===== src/rtl/cro_pkg.sv =====
// ----------------------------------------------------------------------------
// cro_pkg - shared types and constants of the circle rasteriser
// Field widths, action codes and the step record passed from front to back.
// ----------------------------------------------------------------------------
package cro_pkg;

	localparam int COORD_BITS_DEF = 12;  // default width of a held centre
	localparam int IN_COORD_W     = 12;  // centre fields on the input beat
	localparam int RADIUS_W       = 11;
	localparam int STEP_W         = 11;
	localparam int DEC_W          = 16;
	localparam int POINT_W        = 14;
	localparam int IN_TDATA_W     = 40;  // 12 + 12 + 11, padded to bytes
	localparam int OUT_TDATA_W    = 32;  // 14 + 14, padded to bytes
	localparam int QUEUE_DEPTH    = 2;
	localparam int PTS_PER_STEP   = 8;
	localparam int PT_IDX_W       = $clog2(PTS_PER_STEP);

	typedef enum logic {
		ACT_START   = 1'b0,
		ACT_ADVANCE = 1'b1
	} action_t;

	// Octant point order within one step
	typedef enum logic [PT_IDX_W-1:0] {
		PT_XP_YP = 3'd0,
		PT_XP_YN = 3'd1,
		PT_YP_XP = 3'd2,
		PT_YP_XN = 3'd3,
		PT_XN_YN = 3'd4,
		PT_YN_XN = 3'd5,
		PT_XN_YP = 3'd6,
		PT_YN_XP = 3'd7
	} pt_idx_t;

	typedef struct packed {
		logic [STEP_W-1:0] x;
		logic [STEP_W-1:0] y;
		logic              done;
	} step_t;

endpackage


===== src/rtl/cro_queue.sv =====
// ----------------------------------------------------------------------------
// cro_queue - small register queue between front and back
// Push and pop in the same cycle are allowed; head is read from the array.
// ----------------------------------------------------------------------------
module cro_queue #(
	parameter int WIDTH = 8,
	parameter int DEPTH = 2
) (
	input  logic             clk,
	input  logic             arst_n,
	input  logic             push,
	input  logic [WIDTH-1:0] push_data,
	output logic             full,
	input  logic             pop,
	output logic             pop_valid,
	output logic [WIDTH-1:0] pop_data
);

	localparam int PTR_W = (DEPTH > 1) ? $clog2(DEPTH) : 1;
	localparam int CNT_W = $clog2(DEPTH + 1);

	logic [WIDTH-1:0] mem_q [DEPTH];
	logic [PTR_W-1:0] wr_ptr_q;
	logic [PTR_W-1:0] rd_ptr_q;
	logic [CNT_W-1:0] count_q;
	logic             do_push;
	logic             do_pop;

	assign full      = (count_q == CNT_W'(DEPTH));
	assign pop_valid = (count_q != '0);
	assign pop_data  = mem_q[rd_ptr_q];
	assign do_push   = push && !full;
	assign do_pop    = pop && pop_valid;

	always_ff @(posedge clk) begin
		if (do_push) begin
			mem_q[wr_ptr_q] <= push_data;
		end
	end

	always_ff @(posedge clk or negedge arst_n) begin
		if (!arst_n) begin
			wr_ptr_q <= '0;
			rd_ptr_q <= '0;
			count_q  <= '0;
		end else begin
			if (do_push) begin
				wr_ptr_q <= (wr_ptr_q == PTR_W'(DEPTH - 1)) ? '0 : wr_ptr_q + 1'b1;
			end
			if (do_pop) begin
				rd_ptr_q <= (rd_ptr_q == PTR_W'(DEPTH - 1)) ? '0 : rd_ptr_q + 1'b1;
			end
			if (do_push && !do_pop) begin
				count_q <= count_q + 1'b1;
			end else if (do_pop && !do_push) begin
				count_q <= count_q - 1'b1;
			end
		end
	end

endmodule


===== src/rtl/cro_front.sv =====
// ----------------------------------------------------------------------------
// cro_front - accepts actions and runs the midpoint decision update
// Produces one step record (centre, x, y, done) per start or live advance.
// ----------------------------------------------------------------------------
module cro_front
	import cro_pkg::*;
#(
	parameter int COORD_BITS = COORD_BITS_DEF
) (
	input  logic                  clk,
	input  logic                  arst_n,
	input  logic                  in_valid,
	output logic                  in_ready,
	input  action_t               action,
	input  logic [IN_COORD_W-1:0] center_x,
	input  logic [IN_COORD_W-1:0] center_y,
	input  logic [RADIUS_W-1:0]   radius,
	input  logic                  q_full,
	output logic                  push,
	output logic [COORD_BITS-1:0] push_cx,
	output logic [COORD_BITS-1:0] push_cy,
	output step_t                 push_step
);

	logic [STEP_W-1:0]      step_x_q;
	logic [STEP_W-1:0]      step_y_q;
	logic signed [DEC_W-1:0] decision_q;
	logic [COORD_BITS-1:0]  held_cx_q;
	logic [COORD_BITS-1:0]  held_cy_q;
	logic                   active_q;

	logic                   accept;
	logic                   is_start;
	logic [STEP_W-1:0]      x_inc;
	logic [STEP_W-1:0]      y_dec;
	logic [STEP_W-1:0]      x_nxt;
	logic [STEP_W-1:0]      y_nxt;
	logic [DEC_W-1:0]       d_nxt;
	logic [DEC_W-1:0]       diff;
	logic                   done_nxt;

	assign in_ready = !q_full;
	assign accept   = in_valid && in_ready;
	assign is_start = (action == ACT_START);

	assign x_inc = step_x_q + 1'b1;
	assign y_dec = step_y_q - 1'b1;
	assign diff  = DEC_W'(x_inc) - DEC_W'(y_dec);

	always_comb begin
		if (is_start) begin
			x_nxt = '0;
			y_nxt = STEP_W'(radius);
			d_nxt = DEC_W'(3) - DEC_W'({radius, 1'b0});
		end else if (decision_q[DEC_W-1]) begin
			x_nxt = x_inc;
			y_nxt = step_y_q;
			d_nxt = decision_q + DEC_W'({x_inc, 2'b00}) + DEC_W'(6);
		end else begin
			x_nxt = x_inc;
			y_nxt = y_dec;
			d_nxt = decision_q + {diff[DEC_W-3:0], 2'b00} + DEC_W'(10);
		end
	end

	assign done_nxt = !(x_nxt < y_nxt);

	// an advance with no circle running is taken and dropped
	assign push = accept && (is_start || active_q);

	assign push_cx        = is_start ? COORD_BITS'(center_x) : held_cx_q;
	assign push_cy        = is_start ? COORD_BITS'(center_y) : held_cy_q;
	assign push_step.x    = x_nxt;
	assign push_step.y    = y_nxt;
	assign push_step.done = done_nxt;

	always_ff @(posedge clk or negedge arst_n) begin
		if (!arst_n) begin
			step_x_q   <= '0;
			step_y_q   <= '0;
			decision_q <= '0;
			held_cx_q  <= '0;
			held_cy_q  <= '0;
			active_q   <= 1'b0;
		end else if (push) begin
			step_x_q   <= x_nxt;
			step_y_q   <= y_nxt;
			decision_q <= d_nxt;
			held_cx_q  <= push_cx;
			held_cy_q  <= push_cy;
			active_q   <= !done_nxt;
		end
	end

endmodule


===== src/rtl/cro_back.sv =====
// ----------------------------------------------------------------------------
// cro_back - mirrors a step record into eight points, one per unstalled cycle
// Output register holds the current point while the receiver stalls.
// ----------------------------------------------------------------------------
module cro_back
	import cro_pkg::*;
#(
	parameter int COORD_BITS = COORD_BITS_DEF
) (
	input  logic                   clk,
	input  logic                   arst_n,
	input  logic                   q_valid,
	input  logic [COORD_BITS-1:0]  q_cx,
	input  logic [COORD_BITS-1:0]  q_cy,
	input  step_t                  q_step,
	output logic                   pop,
	output logic                   out_valid,
	input  logic                   out_ready,
	output logic [POINT_W-1:0]     point_x,
	output logic [POINT_W-1:0]     point_y,
	output logic                   last_of_step,
	output logic                   circle_done
);

	logic                  cur_valid_q;
	logic [COORD_BITS-1:0] cur_cx_q;
	logic [COORD_BITS-1:0] cur_cy_q;
	step_t                 cur_step_q;
	pt_idx_t               idx_q;

	logic                  out_valid_q;
	logic [POINT_W-1:0]    px_q;
	logic [POINT_W-1:0]    py_q;
	logic                  last_q;
	logic                  done_q;

	logic                  emit;
	logic                  last_pt;
	logic                  load;
	logic                  swap;
	logic                  x_neg;
	logic                  y_neg;
	logic [POINT_W-1:0]    cx_w;
	logic [POINT_W-1:0]    cy_w;
	logic [POINT_W-1:0]    u_w;
	logic [POINT_W-1:0]    v_w;
	logic [POINT_W-1:0]    px_nxt;
	logic [POINT_W-1:0]    py_nxt;

	assign emit    = cur_valid_q && (!out_valid_q || out_ready);
	assign last_pt = (idx_q == PT_YN_XP);
	assign load    = q_valid && (!cur_valid_q || (emit && last_pt));
	assign pop     = load;

	always_comb begin
		swap = 1'b0;
		x_neg = 1'b0;
		y_neg = 1'b0;
		case (idx_q)
			PT_XP_YP: begin swap = 1'b0; x_neg = 1'b0; y_neg = 1'b0; end
			PT_XP_YN: begin swap = 1'b0; x_neg = 1'b0; y_neg = 1'b1; end
			PT_YP_XP: begin swap = 1'b1; x_neg = 1'b0; y_neg = 1'b0; end
			PT_YP_XN: begin swap = 1'b1; x_neg = 1'b0; y_neg = 1'b1; end
			PT_XN_YN: begin swap = 1'b0; x_neg = 1'b1; y_neg = 1'b1; end
			PT_YN_XN: begin swap = 1'b1; x_neg = 1'b1; y_neg = 1'b1; end
			PT_XN_YP: begin swap = 1'b0; x_neg = 1'b1; y_neg = 1'b0; end
			PT_YN_XP: begin swap = 1'b1; x_neg = 1'b1; y_neg = 1'b0; end
			default:  begin swap = 1'b0; x_neg = 1'b0; y_neg = 1'b0; end
		endcase
	end

	// coordinates wrap at the output width, so only the low bits matter
	assign cx_w   = POINT_W'(cur_cx_q);
	assign cy_w   = POINT_W'(cur_cy_q);
	assign u_w    = swap ? POINT_W'(cur_step_q.y) : POINT_W'(cur_step_q.x);
	assign v_w    = swap ? POINT_W'(cur_step_q.x) : POINT_W'(cur_step_q.y);
	assign px_nxt = x_neg ? cx_w - u_w : cx_w + u_w;
	assign py_nxt = y_neg ? cy_w - v_w : cy_w + v_w;

	always_ff @(posedge clk) begin
		if (load) begin
			cur_cx_q   <= q_cx;
			cur_cy_q   <= q_cy;
			cur_step_q <= q_step;
		end
		if (emit) begin
			px_q   <= px_nxt;
			py_q   <= py_nxt;
			last_q <= last_pt;
			done_q <= last_pt && cur_step_q.done;
		end
	end

	always_ff @(posedge clk or negedge arst_n) begin
		if (!arst_n) begin
			cur_valid_q <= 1'b0;
			idx_q       <= PT_XP_YP;
			out_valid_q <= 1'b0;
		end else begin
			if (load) begin
				cur_valid_q <= 1'b1;
				idx_q       <= PT_XP_YP;
			end else if (emit) begin
				if (last_pt) begin
					cur_valid_q <= 1'b0;
				end
				idx_q <= pt_idx_t'(idx_q + 1'b1);
			end
			if (emit) begin
				out_valid_q <= 1'b1;
			end else if (out_ready) begin
				out_valid_q <= 1'b0;
			end
		end
	end

	assign out_valid    = out_valid_q;
	assign point_x      = px_q;
	assign point_y      = py_q;
	assign last_of_step = last_q;
	assign circle_done  = done_q;

endmodule


===== src/rtl/circle_rasterizer_octant_core.sv =====
// ----------------------------------------------------------------------------
// circle_rasterizer_octant_core - midpoint circle generator, eight-way mirror
//
// Slave stream: one beat per action. tuser = action (start / advance); on a
// start tdata carries the centre and radius. A start loads a new circle and
// drops any running one; an advance moves one step along the octant; an
// advance with no circle running is taken and produces nothing.
// Master stream: eight beats per start or live advance, one pixel each.
// tlast marks the eighth point of a step, tuser is set on the eighth point
// of the step that finishes the circle.
// Throughput: one point per cycle while m_axis_tready is high; the back
// end's point counter walks the eight points of a step. The decision
// update runs in the cycle of acceptance; a two-entry queue lets input
// beats land while points drain. Path: queue, step and output registers.
// Stall: a low m_axis_tready holds the output register; the queue fills and
// s_axis_tready falls once two steps are waiting. Reset empties the queue
// and the output and leaves no circle running.
// ----------------------------------------------------------------------------
module circle_rasterizer_octant_core
	import cro_pkg::*;
#(
	parameter int COORD_BITS = COORD_BITS_DEF
) (
	input  logic                   clk,
	input  logic                   arst_n,
	input  logic                   s_axis_tvalid,
	output logic                   s_axis_tready,
	input  logic [IN_TDATA_W-1:0]  s_axis_tdata,  // center_x, center_y, radius, pad
	input  logic                   s_axis_tuser,  // action
	output logic                   m_axis_tvalid,
	input  logic                   m_axis_tready,
	output logic [OUT_TDATA_W-1:0] m_axis_tdata,  // point_x, point_y, pad
	output logic                   m_axis_tlast,
	output logic                   m_axis_tuser   // circle_done
);

	localparam int REC_W = 2 * COORD_BITS + $bits(step_t);

	logic                  push;
	logic [COORD_BITS-1:0] push_cx;
	logic [COORD_BITS-1:0] push_cy;
	step_t                 push_step;
	logic                  q_full;
	logic                  q_valid;
	logic                  pop;
	logic [REC_W-1:0]      q_data;
	logic [COORD_BITS-1:0] q_cx;
	logic [COORD_BITS-1:0] q_cy;
	step_t                 q_step;
	logic [POINT_W-1:0]    point_x;
	logic [POINT_W-1:0]    point_y;
	action_t               action;

	assign action = action_t'(s_axis_tuser);

	cro_front #(
		.COORD_BITS(COORD_BITS)
	) u_front (
		.clk       (clk),
		.arst_n    (arst_n),
		.in_valid  (s_axis_tvalid),
		.in_ready  (s_axis_tready),
		.action    (action),
		.center_x  (s_axis_tdata[IN_COORD_W-1:0]),
		.center_y  (s_axis_tdata[2*IN_COORD_W-1:IN_COORD_W]),
		.radius    (s_axis_tdata[2*IN_COORD_W+RADIUS_W-1:2*IN_COORD_W]),
		.q_full    (q_full),
		.push      (push),
		.push_cx   (push_cx),
		.push_cy   (push_cy),
		.push_step (push_step)
	);

	cro_queue #(
		.WIDTH(REC_W),
		.DEPTH(QUEUE_DEPTH)
	) u_queue (
		.clk       (clk),
		.arst_n    (arst_n),
		.push      (push),
		.push_data ({push_cx, push_cy, push_step}),
		.full      (q_full),
		.pop       (pop),
		.pop_valid (q_valid),
		.pop_data  (q_data)
	);

	assign {q_cx, q_cy, q_step} = q_data;

	cro_back #(
		.COORD_BITS(COORD_BITS)
	) u_back (
		.clk          (clk),
		.arst_n       (arst_n),
		.q_valid      (q_valid),
		.q_cx         (q_cx),
		.q_cy         (q_cy),
		.q_step       (q_step),
		.pop          (pop),
		.out_valid    (m_axis_tvalid),
		.out_ready    (m_axis_tready),
		.point_x      (point_x),
		.point_y      (point_y),
		.last_of_step (m_axis_tlast),
		.circle_done  (m_axis_tuser)
	);

	assign m_axis_tdata = {{(OUT_TDATA_W - 2 * POINT_W){1'b0}}, point_y, point_x};

endmodule

===== config.mk =====
export PLATFORM = sky130hd
export DESIGN_NAME = circle_rasterizer_octant_core
export DESIGN_NICKNAME = d
export VERILOG_FILES = /design/src/rtl/cro_pkg.sv /design/src/rtl/cro_queue.sv /design/src/rtl/cro_front.sv /design/src/rtl/cro_back.sv /design/src/rtl/circle_rasterizer_octant_core.sv
export SDC_FILE = /design/constraint.sdc
export NUM_CORES = 1
export LEC_CHECK = 0
export BUFFER_PORTS_ARGS = -buffer_cell sky130_fd_sc_hd__buf_2
export CAP_MARGIN = 20
export CORE_UTILIZATION = 35
export CTS_CLUSTER_DIAMETER = 200
export DETAILED_ROUTE_END_ITERATION = 16
export PLACE_DENSITY = 0.51
export SLEW_MARGIN = 20
export SYNTH_ARGS = -nofsm -noshare
export SYNTH_HDL_FRONTEND = slang
export SYNTH_SLANG_ARGS = --single-unit

===== constraint.sdc =====
create_clock -name clk -period 6.2 [get_ports clk]
set_clock_uncertainty 0.2 [all_clocks]
set_input_delay 0.31 -clock clk [delete_from_list [all_inputs] [get_ports clk]]
set_output_delay 0.31 -clock clk [all_outputs]
set_load 0.01 [all_outputs]

== Yosys cells after proc, flatten, opt, wreduce, memory -nomap -nowiden ==
Memory sizes are Yosys's and may differ from the RTL's. A register that Yosys moved wholly into a read port is not among the register bits.
Index checks and enable logic that the tools add are counted.
W data, S select, Z words.
Storage, ports and cells
  flip-flop bits (word level): 102
  memories: 2
  input bits: 45
  ROM bits: 24
  word-level logic and storage cells: 88
  memory bits (writable): 94
  bits in latches: 0
Memories
  u_queue.mem_q: depth 2, width 47, rd ports 1, clocked after memory_dff 1, wr ports 1, RTL line cro_queue.sv:22  | logic [WIDTH-1:0] mem_q [DEPTH];
  (no name shown): depth 8, width 3, rd ports 1, clocked after memory_dff 0, wr ports 0, RTL line cro_back.sv:59  | case (idx_q)
Cells by class
  shift operators: 0
  equality and inequality tests: 2
  bitwise operators: 1
  $add $sub $neg: 17
  multiply operators: 0
  muxes and demuxes: 24
  magnitude comparators: 1
  div/mod/pow operators: 0
  reduce and logical (&&, ||, !) cells: 25
Operators by type and width (count)
  $mux W11: 5
  $mux W16: 2
  $add A12 B14 Y14: 2
  $mux W14: 2
  $sub A12 B14 Y14: 2
  $mux W12: 2
  $add A16 B13 Y16: 1
  $add A16 B16 Y16: 1
  $add A16 B3 Y16 const B: 1
  $add A16 B4 Y16 const B: 1
  $sub A2 B12 Y13 const A: 1
  $sub A11 B11 Y12: 1
  $add A11 B1 Y11 const B: 1
  $lt A11 B11 Y1: 1
  $sub A11 B1 Y11 const B: 1
  $logic_and A1 B1 Y1: 10
  $reduce_bool A2 Y1: 5
  $mux W1: 9
  $logic_not A1 Y1: 6
  $mux W3: 2
  $mux W2: 2
  $add A3 B1 Y3 const B: 1
  $eq A3 B3 Y1 const B: 1
  $logic_or A1 B1 Y1: 3
  6 further kinds: 7

== Depth between registers and ports, before layout ==
Gate-level depths: netlist of the first run.
  depth in word-level cells: 10
  gate-level depth with buffers: 20
  mapped depth without buffers: 20

== Modules after synthesis ==
Synthesis of the first run repeated with hierarchy kept, for this count alone.
Second synthesis, totals
  cell total of the unflattened synthesis: 1294
  area total of the unflattened synthesis: 14517.7 µm²
Modules (own cells, without submodules)
  cro_front: cells each 672, area an instance 5719.2 µm², instances 1, sequential area each 1551.5 µm²
  cro_back: cells each 452, area an instance 5096.1 µm², instances 1, sequential area each 2437.3 µm²
  cro_queue: cells each 165, area an instance 3668.5 µm², instances 1, sequential area each 2922.8 µm²
  circle_rasterizer_octant_core: cells each 5, area an instance 33.8 µm², instances 1, sequential area each 0.0 µm²

== Worst setup path after synthesis of the first run ==
Ideal clock, no wire load.
  path type: reg2reg
  start: reg u_front.step_y_q[0]
  end: reg u_front.decision_q[14]
  arrival: 4249 ps
  clock period less this slack: 4589 ps
  buffers on the path: 0
  path slack: 1611 ps
  data required time: 5860 ps
  cell stages (with the launch flop): 21
  cell sequence: dfrtp_1 > inv_1 > ha_1 > nand2b_1 > nor4_1 > xnor2_1 > ha_1 > or3_1 > o21ai_0 > a21oi_1 > or4b_2 > nand4b_1 > ha_1 > ha_1 > o21ai_0 > nor2_1 > nor2_1 > o21ai_0 > xor2_1 > a2111oi_0 > a211oi_1
On the way
  cells in the longest elaborated chain, start to end: 6
RTL lines
  start: declaration: RTL line cro_front.sv:26  | logic [STEP_W-1:0] step_y_q;
  start signal: assignment: RTL line cro_front.sv:87  | step_y_q <= y_nxt;
  $sub A11 B1 Y11: RTL line cro_front.sv:47  | assign y_dec = step_y_q - 1'b1;
  $sub A11 B11 Y12: RTL line cro_front.sv:48  | assign diff = DEC_W'(x_inc) - DEC_W'(y_dec);
  $add A16 B16 Y16: RTL line cro_front.sv:62  | d_nxt = decision_q + {diff[DEC_W-3:0], 2'b00} + DEC_W'(10);
  $add A16 B4 Y16: RTL line cro_front.sv:62
  $mux W16: RTL line cro_front.sv:55  | end else if (decision_q[DEC_W-1]) begin
  $mux W16: RTL line cro_front.sv:51  | if (is_start) begin
  end signal: assignment: RTL line cro_front.sv:88  | decision_q <= d_nxt;
  end: declaration: RTL line cro_front.sv:27  | logic signed [DEC_W-1:0] decision_q;
Every way passes these cells.
A chain may end at the register's enable or synchronous reset.

== Worst setup path in the final report of the first run ==
  start: reg u_front.step_x_q[0]
  end: reg u_front.decision_q[14]
On the way
  cells in the longest elaborated chain, start to end: 6
  elaborated cells between the ends (all ways): 8
  classes of those cells: 6 x add/sub; 2 x mux
RTL lines
  start: declaration: RTL line cro_front.sv:25  | logic [STEP_W-1:0] step_x_q;
  start signal: assignment: RTL line cro_front.sv:86  | step_x_q <= x_nxt;
  $add A11 B1 Y11 *: RTL line cro_front.sv:46  | assign x_inc = step_x_q + 1'b1;
  $sub A11 B11 Y12: RTL line cro_front.sv:48
  $add A16 B16 Y16: RTL line cro_front.sv:62
  $add A16 B4 Y16: RTL line cro_front.sv:62
  $mux W16 *: RTL line cro_front.sv:55
  $mux W16 *: RTL line cro_front.sv:51
Mark *: on every way between the ends. The rest lies on a longest branch, timed or not.

==> results.toml, run 1 <==
[floorplan]
io_pins = 81
die_y_um = 203.3
core_area_sq_mm = 0.03982
die_area_sq_mm = 0.04133
initial_core_util = 0.3561
fp-row-count = 73
die_width_um = 203.3

[logic_synthesis]
postSynth.asyncResetShare = 0.2934
synthFlopType = "edfxtp_1"
yosysWarnings = 0
synthSimpleGateAreaFrac = 0.08497
yosys-mux-area-fraction = 0.1075
synth_cells = 1222
synth_area_leaders = "edfxtp_1 36%, dfrtp_1 13%, ha_1 11%, mux2_2 10%, xnor2_1 3.2%"
synth_xor_area_frac = 0.05285
synth-edff-count = 171
yosysSeqAreaShare = 0.4874
synth_cell_type_count = 74
synth_fa_ha_area_frac = 0.1184
synth_area_sq_mm = 0.01418
synth_top_family_by_area = "adder cells"
avgSynthCellArea_sq_um = 11.60
synth_top_area_frac = 0.3621
ys_seq_elements = 242
yosysTopAreaCell = "edfxtp_1"
yosys-top-cells-count = "171 x edfxtp_1, 130 x mux2_2, 123 x ha_1"
yosysMostFrequentCell = "edfxtp_1"
synth_compound_area_frac = 0.1144

[clock_tree]
cts_root_buf = "clkbuf_16"
clkLatencyLatePin_ns = 0.57
cts_tree = "yes"
clkTransAtPathRegs_ns = 0.07
cts_made_buffers = 28
cts_setup_buffers = 0
clk_path_buf_depth = 3
cts_max_level = 1
cts_sinks = 242

[timing]
setup_violations = 0
fmax_ghz = 0.1908
min_period_ns = 5.242
rsz0062_at_grt = "no"
final_max_slew_viol_count = 0
tightest_slew_ns = 0.9334
hold_viol_final = 0
period_share = 0.8454
slew_headroom = 0.3777
finalSetupTns_ns = 0
worst_slack_ns = 0.9585
timing.hold.ws_ns = 0.02957

[worst_setup_path]
worst_r2r_path_depth = 19
start_kind = "register"
cpPeakStageDelay_ns = 0.63
path_depth = 19
worstPathRequired_ns = 6.44
cpLargestDelayFamily = "compound AO/OA/AOI/OAI gates"
cp_cell_sequence = "ha_1 -> xor2_1 -> ha_1 -> nor2b_1 -> o21ai_0 -> a21boi_0 -> o21ai_0 -> a21oi_1 -> or4b_2 -> nand4b_1 -> ha_1 -> ha_1 -> o21ai_0 -> nor2_1 -> nor2_1 -> o21ai_0 -> xor2_1 -> a2111oi_0 -> a211oi_1"
r2r_setup_slack_ns = 0.96
cp_data_arrival_time_ns = 5.48
cpMaxStageDelayCell = "or4b_2"
critPathBufInv = 0
cp-end-kind = "register"
worstPathMaxFanout = 8
criticalPathCategory = "register to register"

[global_route]
use_met3 = 0.02173
grt_max_degree = 64
grt_pass1_wl_um = 48550
use_met2 = 0.2474
grt_usage = 0.1486
antenna_found_initial = 0
busiest_layer = "met2"
grt_pass1_vias = 9029
use_met1 = 0.2019
grt-ovfl-total = 0

[final_layout]
nFillCells = 3880
area_delta_synth_final_pct = 15.10
fin_util = 0.4099
drive_above_1_share = 0.2013
n_antenna_cell = 0
fin_nets = 1499
layoutNonFillerInstCount = 1871

[route]
routedWlPerCell_um = 16.13
dr.pass1.iters = 4
route.detailed.drc = 0
drt_wl_total_um = 30190
num_vias = 9206
final_antenna_net_count = 0
drtIter0Drc = 388
viasPerCell = 4.920

[hold_path]
hold_depth = 5
min_path_type = "primary input to register"

[power_and_ir_drop]
ir_drop_uv = 494.1
leakage_nw = 6.664
power_density_mw_per_mm2 = 563.5

[placed_design]
gp_congestion = 0.7949
dpl.hpwl_um = 21250
dpl.cell_count = 1789
place_ws_ns = 0.9923
port_buffers = 71

[run]
drv_cap = 0

[run_status]
status = "complete, no violations"
stage by stage:
| step | area, sq um | power [mW] |
|---|---|---|
| finish | 16320 | 9.197 |
| global route | 16320 | 10.03 |
| CTS | 16320 | 9.278 |
| detailed placement | 15140 | 7.629 |
| global placement | 15140 | 7.565 |
| floorplan | 14190 | 6.495 |
state kept, by name (all words and copies together) (netlist names):
signal and count:
u_back.circle_done 1, u_back.cur_cx_q 12, u_back.cur_cy_q 12, u_back.cur_step_q 23, u_back.cur_valid_q 1, u_back.idx_q 3, u_back.last_of_step 1, u_back.out_valid 1
u_back.point_x 14, u_back.point_y 14, u_front.active_q 1, u_front.decision_q 15, u_front.held_cx_q 12, u_front.held_cy_q 12, u_front.step_x_q 11, u_front.step_y_q 11
u_queue.count_q 2, u_queue.mem_q 94, u_queue.rd_ptr_q 1, u_queue.wr_ptr_q 1
final cells by class:
cell class / count / area [sq um] / share of cell area
Clock buffer: 35 / 726.9 / 0.04454
Clock inverter: 17 / 150.1 / 0.009199
Multi-Input combinational cell: 858 / 6823 / 0.4180
Inverter: 81 / 304.0 / 0.01863
Sequential cell: 242 / 6913 / 0.4235
Timing Repair Buffer: 113 / 748.2 / 0.04584
Tap cell: 525 / 656.9 / 0.04025
worst register-to-register path: stages, from the launching register on:
cell,delay (ns)
dfrtp_1,0.49
ha_1,0.29
xor2_1,0.33
ha_1,0.35
nor2b_1,0.15
o21ai_0,0.19
a21boi_0,0.14
o21ai_0,0.25
a21oi_1,0.18
or4b_2,0.63
nand4b_1,0.14
ha_1,0.25
ha_1,0.35
o21ai_0,0.16
nor2_1,0.07
nor2_1,0.12
o21ai_0,0.12
xor2_1,0.18
a2111oi_0,0.44
a211oi_1,0.10
cell usage in the layout, fill, tap and decap left out, types with 11 or more instances in the layout:
master	synthesis	routed
xor2_1	31	31
buf_2	0	70
nand3_1	15	15
a21o_1	16	16
a211oi_1	13	13
inv_1	79	79
o21ai_0	81	81
o21bai_1	11	11
mux2_2	130	130
nand2b_1	11	11
nor3_1	20	20
dfrtp_1	71	70
nand2_1	72	72
edfxtp_1	171	171
a21oi_1	63	62
dlygate4sd3_1	0	30
nor2_1	69	68
clkbuf_16	0	28
ha_1	123	123
buf_4	4	13
xnor2_1	52	52
and2_1	15	14
metal layers:
| metal | up-vias | wire length, um |
|---|---|---|
| li1 | 4659 | - |
| met4 | 0 | 697 |
| met1 | 4373 | 14500 |
| met5 | - | 0 |
| met3 | 44 | 891 |
| met2 | 130 | 14100 |
power by group:
group | switching [mW] | internal [mW]
Sequential | 0.273 | 2.38
Clock | 0.692 | 0.882
Combinational | 2.77 | 2.20
path summary, 6_finish.rpt:
kind,endpoint,from
setup / recovery,u_front.decision_q[14],u_front.step_x_q[0]
hold / removal,u_front.decision_q[8],s_axis_tdata[31]
setup reg to reg,u_front.decision_q[14],u_front.step_x_q[0]
hold reg to reg,u_queue.count_q[1],u_queue.count_q[1]
max in group asynchronous,u_queue.rd_ptr_q,arst_n
min in group asynchronous,u_front.decision_q[2],arst_n
timing repair:
item / in CTS / in global routing
hold buffers: 30 / 0
endpoints found under the hold margin: 145 / 0
gates resized for setup: 0 / 0
cell families after synthesis:
family,after synthesis
AOI/OAI and AO/OA,255
and+or+nand+nor,249
DFF,242
muxes,136
adders and majority gates,130
buffers and inverters,125
xor gates and xnor gates,84
other,1
No activity file was read; power rests on OpenSTA's default activity.
==> inputs of run 2 (changes only) <==
--- a/config.mk
+++ b/config.mk
@@ -5,12 +5,13 @@
 export SDC_FILE = /design/constraint.sdc
 export NUM_CORES = 1
 export LEC_CHECK = 0
+export ABC_AREA = 1
 export BUFFER_PORTS_ARGS = -buffer_cell sky130_fd_sc_hd__buf_2
 export CAP_MARGIN = 20
 export CORE_UTILIZATION = 35
 export CTS_CLUSTER_DIAMETER = 200
 export DETAILED_ROUTE_END_ITERATION = 16
-export PLACE_DENSITY = 0.51
+export PLACE_DENSITY = 0.52
 export SLEW_MARGIN = 20
 export SYNTH_ARGS = -nofsm -noshare
 export SYNTH_HDL_FRONTEND = slang
==> constraint.sdc (replaced) <==
create_clock -name clk -period 4.2 [get_ports clk]
set_clock_uncertainty 0.2 [all_clocks]
set_input_delay 0.21 -clock clk [delete_from_list [all_inputs] [get_ports clk]]
set_output_delay 0.21 -clock clk [all_outputs]
set_load 0.01 [all_outputs]
==> results.toml, run 2 <==
[global_route]
use_met2 = 0.2920
grt-ovfl-total = 0
busiest_layer = "met2"
grt_pass1_wl_um = 57930
antenna_found_initial = 0
use_met1 = 0.2177
grt_pass1_vias = 11220
use_met3 = 0.01891
grt_usage = 0.1659
grt_max_degree = 51

[final_layout]
design_area_sq_mm = 0.01786
area_delta_synth_final_pct = 20.77
reg.largest.list = "u_queue.mem_q (94), u_back.cur_step_q (23), u_front.decision_q (15)"
drive_above_1_share = 0.1664
layout_commonest_cell = "nand2_1"
fin_nets = 2023
n_antenna_cell = 0
mostFrequentLayoutCells = "468 x nand2_1, 219 x inv_1, 171 x edfxtp_1"
layoutNonFillerInstCount = 2401
regMostFlops = "u_queue.mem_q"
largest_reg_flops = 94

[logic_synthesis]
yosysTopAreaCell = "edfxtp_1"
synth_area_sq_mm = 0.01479
postSynth.asyncResetShare = 0.2934
synth_cell_type_count = 53
yosysWarnings = 0
avgSynthCellArea_sq_um = 8.625
yosysSeqAreaShare = 0.4673
synthFlopType = "edfxtp_1"
synth_top_area_frac = 0.3471
synth_cells = 1715
synth-edff-count = 171
yosys-top-cells-count = "484 x nand2_1, 231 x inv_1, 171 x edfxtp_1"
yosysMostFrequentCell = "nand2_1"
ys_seq_elements = 242
synth_area_leaders = "edfxtp_1 35%, nand2_1 12%, dfrtp_1 12%, ha_1 10%, inv_1 5.9%"

[worst_setup_path]
worstPathRequired_ns = 4.47
start_kind = "register"
criticalPathCategory = "register to register"
cp_data_arrival_time_ns = 4.40
cp-end-kind = "register"
worstPathMaxFanout = 3

[timing]
tightest_slew_ns = 0.8338
setup_violations = 0
rsz0062_at_grt = "yes"
min_period_ns = 4.132
fmax_ghz = 0.2420
finalSetupTns_ns = 0
hold_viol_final = 0
final_max_slew_viol_count = 0
slew_headroom = 0.4433
period_share = 0.9839

[placed_design]
port_buffers = 71
post_dp_cell_area_sq_mm = 0.01586
dpl.cell_count = 2300
gp_congestion = 0.9158
dpl.hpwl_um = 25880

[route]
viasPerCell = 4.798
drt_wl_total_um = 36070
num_vias = 11520
drtIter0Drc = 529
dr.pass1.iters = 5
route.detailed.drc = 0
final_antenna_net_count = 0
routedWlPerCell_um = 15.02

[clock_tree]
cts_tree = "yes"
clk_path_buf_depth = 3
cts_made_buffers = 28
cts_sinks = 242
cts_root_buf = "clkbuf_16"
clkLatencyLatePin_ns = 0.56
cts_max_level = 1
clkTransAtPathRegs_ns = 0.06

[floorplan]
core_area_sq_mm = 0.04129
io_pins = 81
die_y_um = 207.6
fp-row-count = 74
die_area_sq_mm = 0.04309
die_width_um = 207.6
initial_core_util = 0.3582

[run_status]
status = "complete, no violations"

[run]
drv_cap = 0

[hold_path]
min_path_type = "primary input to register"
## run 2: layout make-up
class | count | area (sq um)
Clock buffer | 34 | 743.2
Inverter | 241 | 904.6
Clock inverter | 17 | 182.7
Fill cell | 4004 | 23430
Multi-Input combinational cell | 1181 | 7361
Tap cell | 532 | 665.6
Timing Repair Buffer | 154 | 1094
Sequential cell | 242 | 6913
## run 2: logic make-up (layout without fill, tap and decap cells)
logic type | count (synthesis) | after routing | share of synthesized area
AND/OR/NAND/NOR | 684 | 684 | 0.1907
buffers and inverters | 295 | 446 | 0.07858
AO/OA/AOI/OAI | 311 | 311 | 0.1183
other | 1 | 4 | 0.0002535
multiplexers | 1 | 1 | 0.0006767
XOR/XNOR | 51 | 51 | 0.03071
flip-flops | 242 | 242 | 0.4673
adder cells (fa/ha/maj) | 130 | 130 | 0.1135
## run 2: final timing paths
check	startpoint	cells after the start	slack, ns	end
setup / recovery	u_front.step_y_q[1]	25	0.07	u_front.decision_q[15]
hold / removal	s_axis_tuser	3	0.02	u_front.decision_q[12]
setup reg to reg	u_front.step_y_q[1]	25	0.07	u_front.decision_q[15]
hold reg to reg	u_queue.count_q[0]	1	0.28	u_queue.count_q[0]
max in group asynchronous	arst_n	3	2.82	u_front.step_y_q[0]
min in group asynchronous	arst_n	2	0.07	u_back.out_valid
## run 2: metrics by stage
stage	setup slack, ns	util	hold slack (ns)
5_1_grt	-0.1233	0.4326	0.03541
3_3_place_gp	0.03908	0.3840	0.1469
2_1_floorplan	0.4425	-	-0.2856
6_report	0.06761	0.4326	0.02334
4_1_cts	0.004329	0.4165	0.002309
3_5_place_dp	-0.01127	0.3840	0.1427
## run 2: timing repair
action	CTS	global route
gates resized for setup	7	116
setup buffers	0	13
hold buffers	37	0
setup endpoints to repair	6	9
pin swaps	1	49
gates cloned	0	0
endpoints found under the hold margin	148	0
## run 2: critical path, stage by stage (launching register included)
cell and delay (ns):
dfrtp_1 0.43, inv_1 0.09, ha_2 0.18, buf_4 0.13, nand3_4 0.13, nor3_4 0.25, xor2_2 0.23, buf_4 0.17
ha_4 0.21, nand2_1 0.06, nand2_1 0.09, a21oi_2 0.19, nand3_2 0.12, inv_2 0.11, ha_4 0.21, ha_4 0.22
buf_4 0.14, a21oi_1 0.14, nand2_1 0.07, a21oi_1 0.12, nand2_1 0.09, nand3_1 0.09, nand3_1 0.08, nand2_1 0.09
nand2_1 0.06, a21oi_2 0.16
## run 2: per-layer routing
layer | vias to the layer above | part of all wire
li1 | 5903 | -
met3 | 57 | 0.028
met4 | 0 | 0.024
met5 | - | 0
met1 | 5375 | 0.46
met2 | 184 | 0.49
Power of run 2 is not shown: default switching activity piles up to over one toggle a cycle in this logic, so the estimate is an artifact.
